## src/design/tgad_pkg.sv

```systemverilog
// ----------------------------------------------------------------------------
// TGA truecolor decoder package
// Shared types and codes for the byte-stream TGA decoder.
// ----------------------------------------------------------------------------
package tgad_pkg;

	// Parser phases.
	localparam logic [1:0] PH_HEADER = 2'd0;
	localparam logic [1:0] PH_SKIP   = 2'd1;
	localparam logic [1:0] PH_PIXELS = 2'd2;
	localparam logic [1:0] PH_IDLE   = 2'd3;

	// Result kinds.
	localparam logic [1:0] KIND_ACCEPT = 2'd0;
	localparam logic [1:0] KIND_REJECT = 2'd1;
	localparam logic [1:0] KIND_PIXEL  = 2'd2;

	// Header byte positions that carry information.
	localparam logic [4:0] HDR_ID_LEN     = 5'd0;
	localparam logic [4:0] HDR_MAP_TYPE   = 5'd1;
	localparam logic [4:0] HDR_IMAGE_TYPE = 5'd2;
	localparam logic [4:0] HDR_WIDTH_LO   = 5'd12;
	localparam logic [4:0] HDR_WIDTH_HI   = 5'd13;
	localparam logic [4:0] HDR_HEIGHT_LO  = 5'd14;
	localparam logic [4:0] HDR_HEIGHT_HI  = 5'd15;
	localparam logic [4:0] HDR_PIXEL_BITS = 5'd16;
	localparam logic [4:0] HDR_LAST       = 5'd17;

	// Byte positions within a pixel (BGR or BGRA order in the file).
	localparam logic [1:0] PIX_BLUE  = 2'd0;
	localparam logic [1:0] PIX_GREEN = 2'd1;
	localparam logic [1:0] PIX_RED   = 2'd2;
	localparam logic [1:0] PIX_ALPHA = 2'd3;

	// Accepted format.
	localparam logic [7:0] TYPE_TRUECOLOR = 8'd2;
	localparam logic [7:0] MAP_NONE       = 8'd0;
	localparam logic [7:0] BITS_24        = 8'd24;
	localparam logic [7:0] BITS_32        = 8'd32;
	localparam logic [7:0] ALPHA_OPAQUE   = 8'd255;

	// One input transaction.
	typedef struct packed {
		logic [7:0] file_byte;
		logic       start_of_file;
	} in_item_t;

	// One result transaction.
	typedef struct packed {
		logic [1:0]  kind;
		logic [7:0]  red;
		logic [7:0]  green;
		logic [7:0]  blue;
		logic [7:0]  alpha;
		logic [15:0] image_width;
		logic [15:0] image_height;
		logic        last;
	} result_t;

endpackage

```

## src/design/tgad_in_stage.sv

```systemverilog
// ----------------------------------------------------------------------------
// TGA decoder input stage
// Registers one input transaction and frees itself when the parser takes it.
// ----------------------------------------------------------------------------
module tgad_in_stage (
	input  logic                clk,
	input  logic                arst_n,
	input  logic                in_valid,
	output logic                in_ready,
	input  logic [7:0]          file_byte,
	input  logic                start_of_file,
	input  logic                take,
	output logic                item_valid_s1,
	output tgad_pkg::in_item_t  item_s1
);

	// The stage can accept when empty or when its item leaves this cycle.
	assign in_ready = !item_valid_s1 || take;

	// Occupancy flag.
	always_ff @(posedge clk or negedge arst_n) begin
		if (!arst_n) begin
			item_valid_s1 <= 1'b0;
		end else if (in_valid && in_ready) begin
			item_valid_s1 <= 1'b1;
		end else if (take) begin
			item_valid_s1 <= 1'b0;
		end
	end

	// Payload register.
	always_ff @(posedge clk) begin
		if (in_valid && in_ready) begin
			item_s1.file_byte     <= file_byte;
			item_s1.start_of_file <= start_of_file;
		end
	end

endmodule

```

## src/design/tgad_parser.sv

```systemverilog
// ----------------------------------------------------------------------------
// TGA decoder parser
// Header collection, id field skip and pixel assembly for one byte per cycle while take is high.
// ----------------------------------------------------------------------------
module tgad_parser (
	input  logic                clk,
	input  logic                arst_n,
	input  logic                take,
	input  tgad_pkg::in_item_t  item_s1,
	output logic                res_valid,
	output tgad_pkg::result_t   res
);

	logic [1:0]  phase_q, phase_n;
	logic [4:0]  hdr_idx_q, hdr_idx_n;
	logic [7:0]  id_len_q, id_len_n;
	logic [7:0]  map_type_q, map_type_n;
	logic [7:0]  image_type_q, image_type_n;
	logic [7:0]  pixel_bits_q, pixel_bits_n;
	logic [15:0] width_q, width_n;
	logic [15:0] height_q, height_n;
	logic [7:0]  skip_q, skip_n;
	logic [31:0] pixels_q, pixels_n;
	logic [1:0]  pix_byte_q, pix_byte_n;
	logic [7:0]  blue_q, blue_n;
	logic [7:0]  green_q, green_n;
	logic [7:0]  red_q, red_n;
	logic [1:0]  cur_phase;
	logic [4:0]  cur_idx;
	logic [7:0]  b;
	logic [31:0] area;
	logic        empty_image;
	logic        bad_format;

	assign b           = item_s1.file_byte;
	assign area        = width_q * height_q;
	assign empty_image = (width_q == 16'd0) || (height_q == 16'd0);
	assign bad_format  = (image_type_q != tgad_pkg::TYPE_TRUECOLOR) ||
		(map_type_q != tgad_pkg::MAP_NONE) ||
		((pixel_bits_q != tgad_pkg::BITS_24) && (pixel_bits_q != tgad_pkg::BITS_32));

	// A start flag restarts header collection with this byte.
	assign cur_phase = item_s1.start_of_file ? tgad_pkg::PH_HEADER : phase_q;
	assign cur_idx   = item_s1.start_of_file ? 5'd0 : hdr_idx_q;

	// Next state and result for the byte in the input register.
	always_comb begin
		phase_n      = cur_phase;
		hdr_idx_n    = cur_idx;
		id_len_n     = id_len_q;
		map_type_n   = map_type_q;
		image_type_n = image_type_q;
		pixel_bits_n = pixel_bits_q;
		width_n      = width_q;
		height_n     = height_q;
		skip_n       = skip_q;
		pixels_n     = pixels_q;
		pix_byte_n   = pix_byte_q;
		blue_n       = blue_q;
		green_n      = green_q;
		red_n        = red_q;
		res_valid    = 1'b0;
		res          = '0;

		case (cur_phase)
			tgad_pkg::PH_HEADER: begin
				case (cur_idx)
					tgad_pkg::HDR_ID_LEN:     id_len_n = b;
					tgad_pkg::HDR_MAP_TYPE:   map_type_n = b;
					tgad_pkg::HDR_IMAGE_TYPE: image_type_n = b;
					tgad_pkg::HDR_WIDTH_LO:   width_n = {width_q[15:8], b};
					tgad_pkg::HDR_WIDTH_HI:   width_n = {b, width_q[7:0]};
					tgad_pkg::HDR_HEIGHT_LO:  height_n = {height_q[15:8], b};
					tgad_pkg::HDR_HEIGHT_HI:  height_n = {b, height_q[7:0]};
					tgad_pkg::HDR_PIXEL_BITS: pixel_bits_n = b;
					default: ;
				endcase
				if (cur_idx < tgad_pkg::HDR_LAST) begin
					hdr_idx_n = 5'(cur_idx + 5'd1);
				end else begin
					// Final header byte: decide on the format.
					hdr_idx_n              = 5'd0;
					res_valid              = 1'b1;
					res.image_width        = width_q;
					res.image_height       = height_q;
					if (bad_format) begin
						phase_n  = tgad_pkg::PH_IDLE;
						res.kind = tgad_pkg::KIND_REJECT;
					end else begin
						res.kind = tgad_pkg::KIND_ACCEPT;
						res.last = empty_image;
						pixels_n = area;
						if (empty_image) begin
							phase_n = tgad_pkg::PH_IDLE;
						end else if (id_len_q != 8'd0) begin
							skip_n  = id_len_q;
							phase_n = tgad_pkg::PH_SKIP;
						end else begin
							pix_byte_n = tgad_pkg::PIX_BLUE;
							phase_n    = tgad_pkg::PH_PIXELS;
						end
					end
				end
			end

			tgad_pkg::PH_SKIP: begin
				skip_n = 8'(skip_q - 8'd1);
				if (skip_n == 8'd0) begin
					pix_byte_n = tgad_pkg::PIX_BLUE;
					phase_n    = (pixels_q == 32'd0) ? tgad_pkg::PH_IDLE : tgad_pkg::PH_PIXELS;
				end
			end

			tgad_pkg::PH_PIXELS: begin
				// Collect color bytes; a pixel completes on red for 24-bit
				// data and on alpha for 32-bit data.
				res.kind  = tgad_pkg::KIND_PIXEL;
				res.blue  = blue_q;
				res.green = green_q;
				res.red   = red_q;
				res.alpha = b;
				res.last  = (pixels_q == 32'd1);
				case (pix_byte_q)
					tgad_pkg::PIX_BLUE:  blue_n = b;
					tgad_pkg::PIX_GREEN: green_n = b;
					tgad_pkg::PIX_RED: begin
						red_n = b;
						if (pixel_bits_q != tgad_pkg::BITS_32) begin
							res_valid = 1'b1;
							res.red   = b;
							res.alpha = tgad_pkg::ALPHA_OPAQUE;
						end
					end
					default: res_valid = 1'b1;
				endcase
				if (res_valid) begin
					pix_byte_n = tgad_pkg::PIX_BLUE;
					pixels_n   = 32'(pixels_q - 32'd1);
					if (pixels_q == 32'd1) begin
						phase_n = tgad_pkg::PH_IDLE;
					end
				end else begin
					pix_byte_n = 2'(pix_byte_q + 2'd1);
				end
			end

			default: ;
		endcase
	end

	// State registers, updated once per consumed byte.
	always_ff @(posedge clk or negedge arst_n) begin
		if (!arst_n) begin
			phase_q      <= tgad_pkg::PH_HEADER;
			hdr_idx_q    <= 5'd0;
			id_len_q     <= 8'd0;
			map_type_q   <= 8'd0;
			image_type_q <= 8'd0;
			pixel_bits_q <= 8'd0;
			width_q      <= 16'd0;
			height_q     <= 16'd0;
			skip_q       <= 8'd0;
			pixels_q     <= 32'd0;
			pix_byte_q   <= tgad_pkg::PIX_BLUE;
		end else if (take) begin
			phase_q      <= phase_n;
			hdr_idx_q    <= hdr_idx_n;
			id_len_q     <= id_len_n;
			map_type_q   <= map_type_n;
			image_type_q <= image_type_n;
			pixel_bits_q <= pixel_bits_n;
			width_q      <= width_n;
			height_q     <= height_n;
			skip_q       <= skip_n;
			pixels_q     <= pixels_n;
			pix_byte_q   <= pix_byte_n;
		end
	end

	// Partial pixel bytes.
	always_ff @(posedge clk) begin
		if (take) begin
			blue_q  <= blue_n;
			green_q <= green_n;
			red_q   <= red_n;
		end
	end

endmodule

```

## src/design/tgad_out_stage.sv

```systemverilog
// ----------------------------------------------------------------------------
// TGA decoder output stage
// Holds one result transaction until the consumer takes it.
// ----------------------------------------------------------------------------
module tgad_out_stage (
	input  logic               clk,
	input  logic               arst_n,
	input  logic               load,
	input  tgad_pkg::result_t  res,
	output logic               space,
	output logic               out_valid,
	input  logic               out_ready,
	output logic [1:0]         kind,
	output logic [7:0]         red,
	output logic [7:0]         green,
	output logic [7:0]         blue,
	output logic [7:0]         alpha,
	output logic [15:0]        image_width,
	output logic [15:0]        image_height,
	output logic               last
);

	tgad_pkg::result_t res_q;

	// A new result fits when the register is empty or drains this cycle.
	assign space = !out_valid || out_ready;

	always_ff @(posedge clk or negedge arst_n) begin
		if (!arst_n) begin
			out_valid <= 1'b0;
		end else if (load) begin
			out_valid <= 1'b1;
		end else if (out_ready) begin
			out_valid <= 1'b0;
		end
	end

	always_ff @(posedge clk) begin
		if (load) begin
			res_q <= res;
		end
	end

	assign kind         = res_q.kind;
	assign red          = res_q.red;
	assign green        = res_q.green;
	assign blue         = res_q.blue;
	assign alpha        = res_q.alpha;
	assign image_width  = res_q.image_width;
	assign image_height = res_q.image_height;
	assign last         = res_q.last;

endmodule

```

## src/design/tga_truecolor_stream_decoder.sv

```systemverilog
// ----------------------------------------------------------------------------
// TGA truecolor stream decoder
// Parses an uncompressed 24/32-bit TGA byte stream into header and RGBA pixel results.
// ----------------------------------------------------------------------------
// The decoder takes one file byte per cycle, sustained, for as long as the
// result side keeps up. Each byte passes an input register and is parsed from
// there once the output side has room; a result, when the byte causes one, is
// loaded into the output register and offered from it in the cycle after the
// parse. The only thing that slows intake is back-pressure on the result
// channel: the parser advances whenever the output register is empty or being
// drained. Header results carry the image size; for an accepted header the
// pixel count is formed by one 16x16 multiplier on the final header byte.
module tga_truecolor_stream_decoder (
	input  logic        clk,
	input  logic        arst_n,
	input  logic        in_valid,
	output logic        in_ready,
	input  logic [7:0]  file_byte,
	input  logic        start_of_file,
	output logic        out_valid,
	input  logic        out_ready,
	output logic [1:0]  kind,
	output logic [7:0]  red,
	output logic [7:0]  green,
	output logic [7:0]  blue,
	output logic [7:0]  alpha,
	output logic [15:0] image_width,
	output logic [15:0] image_height,
	output logic        last
);

	logic               item_valid_s1;
	tgad_pkg::in_item_t item_s1;
	logic               take;
	logic               space;
	logic               res_valid;
	tgad_pkg::result_t  res;

	// The parser consumes the registered byte when the output side has room.
	assign take = item_valid_s1 && space;

	tgad_in_stage u_in (
		.clk           (clk),
		.arst_n        (arst_n),
		.in_valid      (in_valid),
		.in_ready      (in_ready),
		.file_byte     (file_byte),
		.start_of_file (start_of_file),
		.take          (take),
		.item_valid_s1 (item_valid_s1),
		.item_s1       (item_s1)
	);

	tgad_parser u_parser (
		.clk       (clk),
		.arst_n    (arst_n),
		.take      (take),
		.item_s1   (item_s1),
		.res_valid (res_valid),
		.res       (res)
	);

	tgad_out_stage u_out (
		.clk          (clk),
		.arst_n       (arst_n),
		.load         (take && res_valid),
		.res          (res),
		.space        (space),
		.out_valid    (out_valid),
		.out_ready    (out_ready),
		.kind         (kind),
		.red          (red),
		.green        (green),
		.blue         (blue),
		.alpha        (alpha),
		.image_width  (image_width),
		.image_height (image_height),
		.last         (last)
	);

endmodule

```

## config.mk

```make
export PLATFORM = sky130hd
export DESIGN_NAME = tga_truecolor_stream_decoder
export DESIGN_NICKNAME = d
export VERILOG_FILES = /design/src/design/tgad_pkg.sv /design/src/design/tgad_in_stage.sv /design/src/design/tgad_parser.sv /design/src/design/tgad_out_stage.sv /design/src/design/tga_truecolor_stream_decoder.sv
export SDC_FILE = /design/constraint.sdc
export NUM_CORES = 1
export LEC_CHECK = 0
export ABC_AREA = 0
export BUFFER_PORTS_ARGS = -buffer_cell sky130_fd_sc_hd__buf_2
export CORE_MARGIN = 1
export CORE_UTILIZATION = 49
export CTS_CLUSTER_SIZE = 12
export DETAILED_ROUTE_END_ITERATION = 10
export PLACE_DENSITY = 0.62
export SLEW_MARGIN = 30
export SYNTH_ARGS = -nofsm -noshare
export SYNTH_HDL_FRONTEND = slang
export SYNTH_SLANG_ARGS = --single-unit
```

## constraint.sdc

```tcl
create_clock -name clk -period 14.9 [get_ports clk]
set_input_delay 2.98 -clock clk [delete_from_list [all_inputs] [get_ports clk]]
set_output_delay 2.98 -clock clk [all_outputs]
set_load 0.05 [all_outputs]
```

* After elaboration in Yosys (flattened, before gate mapping)
Cells that the tools add are included.
** Word-level totals
- Register bits :: 215
- Input bits :: 13
- Output and inout bits :: 69
- Logic and storage cells :: 152
** Operators by class
- Add/subtract/negate cells :: 4
- $mul :: 1
- Order comparisons :: 1
- Equality and inequality tests :: 22
- Multiplexer cells :: 50
- Bitwise logic cells :: 5
- Reductions and logical operators :: 41
** Operator list (number)
- 32-bit two-way mux :: 3
- 8-bit two-way mux :: 8
- 16-bit one-hot mux with 2 select lines :: 2
- 32-bit one-hot mux with 2 select lines :: 1
- 32-bit by 1-bit equality test with 1-bit output (second input constant) :: 1
- 16-bit logical NOT :: 2
- 32-bit logical NOT :: 1
- 16-bit by 16-bit multiplier with 32-bit output :: 1
- 32-bit by 1-bit subtractor with 32-bit output (second input constant) :: 1
- 2-bit two-way mux :: 15
- 3-bit AND reduction :: 7
- 5-bit by 4-bit equality test with 1-bit output (second input constant) :: 4
- 8-bit one-hot mux with 2 select lines :: 1
- 4-bit AND reduction :: 4
- 8-bit nonzero test :: 2
- 5-bit two-way mux :: 3
- 2-bit one-hot mux with 3 select lines :: 2
- 1-bit two-way mux :: 11
- 2-bit inequality test (second input constant) :: 5
- 8-bit logical NOT :: 1
- 8-bit by 2-bit inequality test with 1-bit output (second input constant) :: 1
- 8-bit by 5-bit inequality test with 1-bit output (second input constant) :: 1
- 8-bit by 6-bit inequality test with 1-bit output (second input constant) :: 1
- 2-bit nonzero test :: 4
- other kinds (23) :: 42

* Longest topological paths before layout
- Word-level depth :: 7
- Mapped depth :: 24
- Mapped depth without buffers :: 21

* Cells and area by module
Synthesis repeated with hierarchy kept, for this count alone.
** Unflattened totals
- Cell total of the unflattened synthesis :: 1824
- Area, all modules :: 18153.7 sq um
** Modules (own cells, without submodules)
- tgad_parser :: instances 1, cells each 1739, area each 15757.6 sq um, sequential area each 3548.4 sq um
- tgad_out_stage :: instances 1, cells each 70, area each 2059.5 sq um, sequential area each 2037.0 sq um
- tgad_in_stage :: instances 1, cells each 13, area each 324.1 sq um, sequential area each 295.3 sq um
- tga_truecolor_stream_decoder :: instances 1, cells each 2, area each 12.5 sq um, sequential area each 0.0 sq um

* Least setup slack after synthesis
No wires, ideal clock.
- Path type :: input port to flip-flop
- Start point :: input port out_ready
- End point :: register u_out.res_q (netlist bit u_out.alpha[0]) (enable)
- Setup time :: 0.492 ns
- Arrival time :: 6.194 ns
- Required time :: 14.408 ns
- Slack :: 8.214 ns
- Cell stages on the path :: 4
- Path buffers :: 1
- Cells stage by stage :: nand2b_1 nand2_1 clkbuf_1 nor2_1
** On the way
- Cells in the longest elaborated chain, start to end :: 3
** RTL lines
- from (decl) :: line tga_truecolor_stream_decoder.sv:21 : input logic out_ready,
- 1-bit logical OR :: line tgad_out_stage.sv:26 : assign space = !out_valid || out_ready;
- 1-bit logical AND :: line tga_truecolor_stream_decoder.sv:40 : assign take = item_valid_s1 && space;
- 1-bit logical AND :: line tga_truecolor_stream_decoder.sv:66 : .load (take && res_valid),
- via u_out.load :: line tgad_out_stage.sv:8 : input logic load,
- to (signal assigned) :: line tgad_out_stage.sv:40 : res_q <= res;
- to (decl) :: line tgad_out_stage.sv:23 : tgad_pkg::result_t res_q;
The timed path passes the listed nets, and every way through them passes these cells.
A chain may end at the register's enable or synchronous reset.

* Worst setup path in the final report
- Start point :: register u_parser.width_q[15]
- End point :: register u_parser.pixels_q[25]
** On the way
- Cells in the longest elaborated chain, start to end :: 4
** RTL lines
- from (decl) :: line tgad_parser.sv:20 : logic [15:0] width_q, width_n;
- from (signal assigned) :: line tgad_parser.sv:172 : width_q <= width_n;
- 16-bit by 16-bit multiplier with 32-bit output :: line tgad_parser.sv:36 : assign area = width_q * height_q;
- 32-bit two-way mux :: line tgad_parser.sv:86 : if (bad_format) begin
- 32-bit two-way mux :: line tgad_parser.sv:78 : if (cur_idx < tgad_pkg::HDR_LAST) begin
- 32-bit one-hot mux with 2 select lines :: line tgad_parser.sv:65 : case (cur_phase)
- to (signal assigned) :: line tgad_parser.sv:175 : pixels_q <= pixels_n;
- to (decl) :: line tgad_parser.sv:23 : logic [31:0] pixels_q, pixels_n;
Every way passes these cells. The select of a mux whose other input is x is not followed.

==> flow_summary_export.csv <==
group,metric,value,unit
finish,drive_above_1_share,0.1144,
placed_design,gp_congestion,0.8851,
grt,antenna_found_initial,1,
grt,use_met3,0.02988,
synth,synth_compound_area_frac,0.08390,
detailed_routing,drt-total-wl,43.78,mm
timing,slew_violations,0,
timing,finalHoldViolCount,0,
grt,grt-ovfl-total,0,
worst_setup_path,crit_arrival,7.29,ns
worst_setup_path,crit_chain,"nand2_1, fa_1, fa_1, inv_1, fa_1, fa_1, fa_1, inv_1, fa_1, inv_1, ha_1, and3_1, nand2_1, or4_1, a21oi_1, nor2_1, nor3_1, mux2_1, o221ai_1",
clocking,cts_made_buffers,25,
timing,fmax,146.4,MHz
worst_hold_path,min_path_type,"flop to flop",
timing,slew-limit-headroom,0.3955,
clocking,post_cts_buffers,0,
run,max_cap_violations,0,
detailed_routing,drt_first_pass_iters,6,
grt,grt_max_degree,76,
worst_setup_path,crit_path_end,"u_parser.pixels_q[25]",
grt,grt_util_met2,0.3894,
synth,synthMuxAreaShare,0.04356,
worst_setup_path,ff2ff_setup_slack,8.07,ns
timing,grt_setup_unrepaired,"false",
clocking,cts_resized,0,
grt,grt_pass1_vias,13340,
finish,syn2layout_area_growth,7.740,%
timing,setup_tns,0,ns
worst_setup_path,cp_max_fo,19,
placed_design,portBuffers,81,
die,start_util,0.4990,
clocking,clock_latency,0.55,ns
synth,yosys.cell_types.count,82,
placed_design,dp_hpwl,31.98,mm
worst_setup_path,crit_type,"flop to flop",
clocking,cts_sinks,215,
clocking,hold_buffers,0,
detailed_routing,drc,0,
synth,syn_area,18270,sq um
clocking,cts_tree,"done",
clocking,max-clock-path-buffers,3,
timing,finalSetupViolCount,0,
timing,fin_worst_skew,0.04385,ns
die,coreArea,36610,sq um
synth,synth_cells,1834,
worst_setup_path,cp.buffers_inverters,3,
detailed_routing,detail-route-antenna-nets,0,
finish,final_common_cell,"inv_1",
die,dieArea,38060,sq um
worst_setup_path,crit_top_cell,"fa_1",
worst_setup_path,rr_worst_depth,19,
grt,grt-busiest-layer,"met2",
worst_setup_path,startpoint,"u_parser.width_q[15]",
finish,nFillCells,3288,
detailed_routing,wire_per_inst,18.79,microns
finish,final_cell_mix,"inv_1, nand2_1, fa_1, and2_1, ha_1",
grt,grt_use_met1,0.3464,
die,ioPinCount,82,
die,dieHeight,195.1,microns
worst_setup_path,required,15.36,ns
clocking,clkTransAtPathRegs,0.06,ns
grt,grt_usage,0.2410,
synth,synthAdderAreaFrac,0.2921,
timing,layout_setup_ws,8.072,ns
synth,ys_seq_area_frac,0.3219,
worst_hold_path,hold_depth,1,
worst_setup_path,r2r-end,"u_parser.pixels_q[25]",
detailed_routing,routed-via-count,13010,
synth,yosys_warnings,0,
timing,period_needed,6.828,ns
synth,synth_edf_count,100,
synth,syn_nets,2157,
detailed_routing,drt_iter0_drc,1015,
synth,ys_async_sr_fraction,0.5349,
synth,ys_ff_latch,215,
worst_setup_path,rr_startpoint,"u_parser.width_q[15]",
clocking,cts_root_buf,"clkbuf_16",
power,leakage,9.251,nW
synth,synth_top_family_by_area,"adder cells",
die,fp.dieW,195.1,microns
timing,worstMarginPinSlew,0.9068,ns
finish,final_core_util,0.5376,
worst_setup_path,crit_cells,19,
synth,synth-xor-area-share,0.01151,
placed_design,pre_cts_ws,8.151,ns
timing,period_share,0.4583,
synth,synth_simple_gate_area_share,0.1737,
finish,fin_nets,2166,
clocking,cts-htree-levels,1,
synth,avgSynthCellArea,9.960,sq um
worst_setup_path,startpoint_type,"flop",
power,power_density,70.83,nW/um^2
finish,diodes,0,
worst_setup_path,cp-end-kind,"flop",
detailed_routing,via_per_inst,5.583,
worst_setup_path,cpPeakStageDelay,0.93,ns
outcome,status,"finished clean",
worst_setup_path,worst_path_max_delay_cell,"dfrtp_1",
power,ir_drop,0.05915,mV
grt,grt_pass1_wl,72.48,mm
worst_setup_path,critical_path.top_delay_family,"adder cells",
die,rows,70,
synth,ys.flop_type,"dfrtp_1",
[cell families (layout without fill, tap and decap cells)]
family | count (synthesis) | in the layout
AND/OR/NAND/NOR | 623 | 623
buffers and inverters | 346 | 374
adder cells (fa/ha/maj) | 310 | 310
AO/OA/AOI/OAI | 245 | 245
flip-flops | 215 | 215
multiplexers | 71 | 71
XOR/XNOR | 24 | 24
[layout make-up]
| type | instances | area [sq um] | area share |
|---|---|---|---|
| Sequential cell | 215 | 5881 | 0.2988 |
| Clock inverter | 15 | 140.1 | 0.007120 |
| Inverter | 239 | 897.1 | 0.04558 |
| Multi-Input combinational cell | 1273 | 11060 | 0.5619 |
| Clock buffer | 31 | 648.1 | 0.03293 |
| Tap cell | 468 | 585.6 | 0.02975 |
| Timing Repair Buffer | 89 | 471.7 | 0.02397 |
[worst min path at each step]
stage / start / endpoint / slack [ns]
after floorplan: u_in.item_s1[1] / u_parser.blue_q[0] / 0.46
after global placement: u_parser.image_type_q[1] / u_parser.image_type_q[1] / 0.49
after detailed placement: u_parser.image_type_q[1] / u_parser.image_type_q[1] / 0.49
after CTS: u_parser.image_type_q[1] / u_parser.image_type_q[1] / 0.51
after global routing: u_parser.image_type_q[1] / u_parser.image_type_q[1] / 0.52
final: u_parser.image_type_q[7] / u_parser.image_type_q[7] / 0.51
[state kept, by name (all words and copies together), names as in the netlist, 2 cells and up]
signal,count
u_parser.pixels_q,32
u_out.image_height,16
u_out.image_width,16
u_parser.height_q,16
u_parser.width_q,16
u_in.item_s1,9
u_out.alpha,8
u_out.blue,8
u_out.green,8
u_out.red,8
u_parser.blue_q,8
u_parser.green_q,8
u_parser.id_len_q,8
u_parser.image_type_q,8
u_parser.map_type_q,8
u_parser.pixel_bits_q,8
u_parser.red_q,8
u_parser.skip_q,8
u_parser.hdr_idx_q,5
u_out.kind,2
u_parser.phase_q,2
u_parser.pix_byte_q,2
[power breakdown]
group | internal (W) | switching, W | leakage (nW)
combinational | 0.0000458 | 0.0000407 | 6.41
clock | 0.000345 | 0.000246 | 0.385
sequential | 0.000658 | 0.0000590 | 2.45
total | 0.00105 | 0.000345 | 9.25
[cell usage after synthesis (15+ instances only)]
master / instances / area [sq um]
a21oi_1: 78 / 390.4
and2_1: 170 / 1064
clkbuf_1: 86 / 322.8
dfrtp_1: 115 / 2878
edfxtp_1: 100 / 3003
fa_1: 194 / 3884
ha_1: 116 / 1451
inv_1: 239 / 897.1
mux2_2: 66 / 743.2
nand2_1: 214 / 803.3
nor2_1: 98 / 367.9
nor3_1: 29 / 145.1
nor4_1: 23 / 143.9
o21ai_0: 53 / 265.3
o21ai_1: 16 / 80.08
xnor2_1: 15 / 131.4
[through the flow]
step	power [W]	cell area, sq um	instances	hold slack (ns)
floorplan	0.0007706	18270	1834	0.4627
global placement	0.0008088	18890	2284	0.4872
detailed placement	0.0008139	18890	2284	0.4928
CTS	0.001409	19680	2330	0.5085
global route	0.001446	19680	2330	0.5153
finish	0.001394	19680	2330	0.5064
[per-layer routing]
layer / wire length [microns] / share of wire
met4: 1008 / 0.023
met2: 20140 / 0.46
met1: 20050 / 0.46
met5: 23 / 0.00053
met3: 2560 / 0.058
Note: power is estimated with default switching activity, not from simulation.
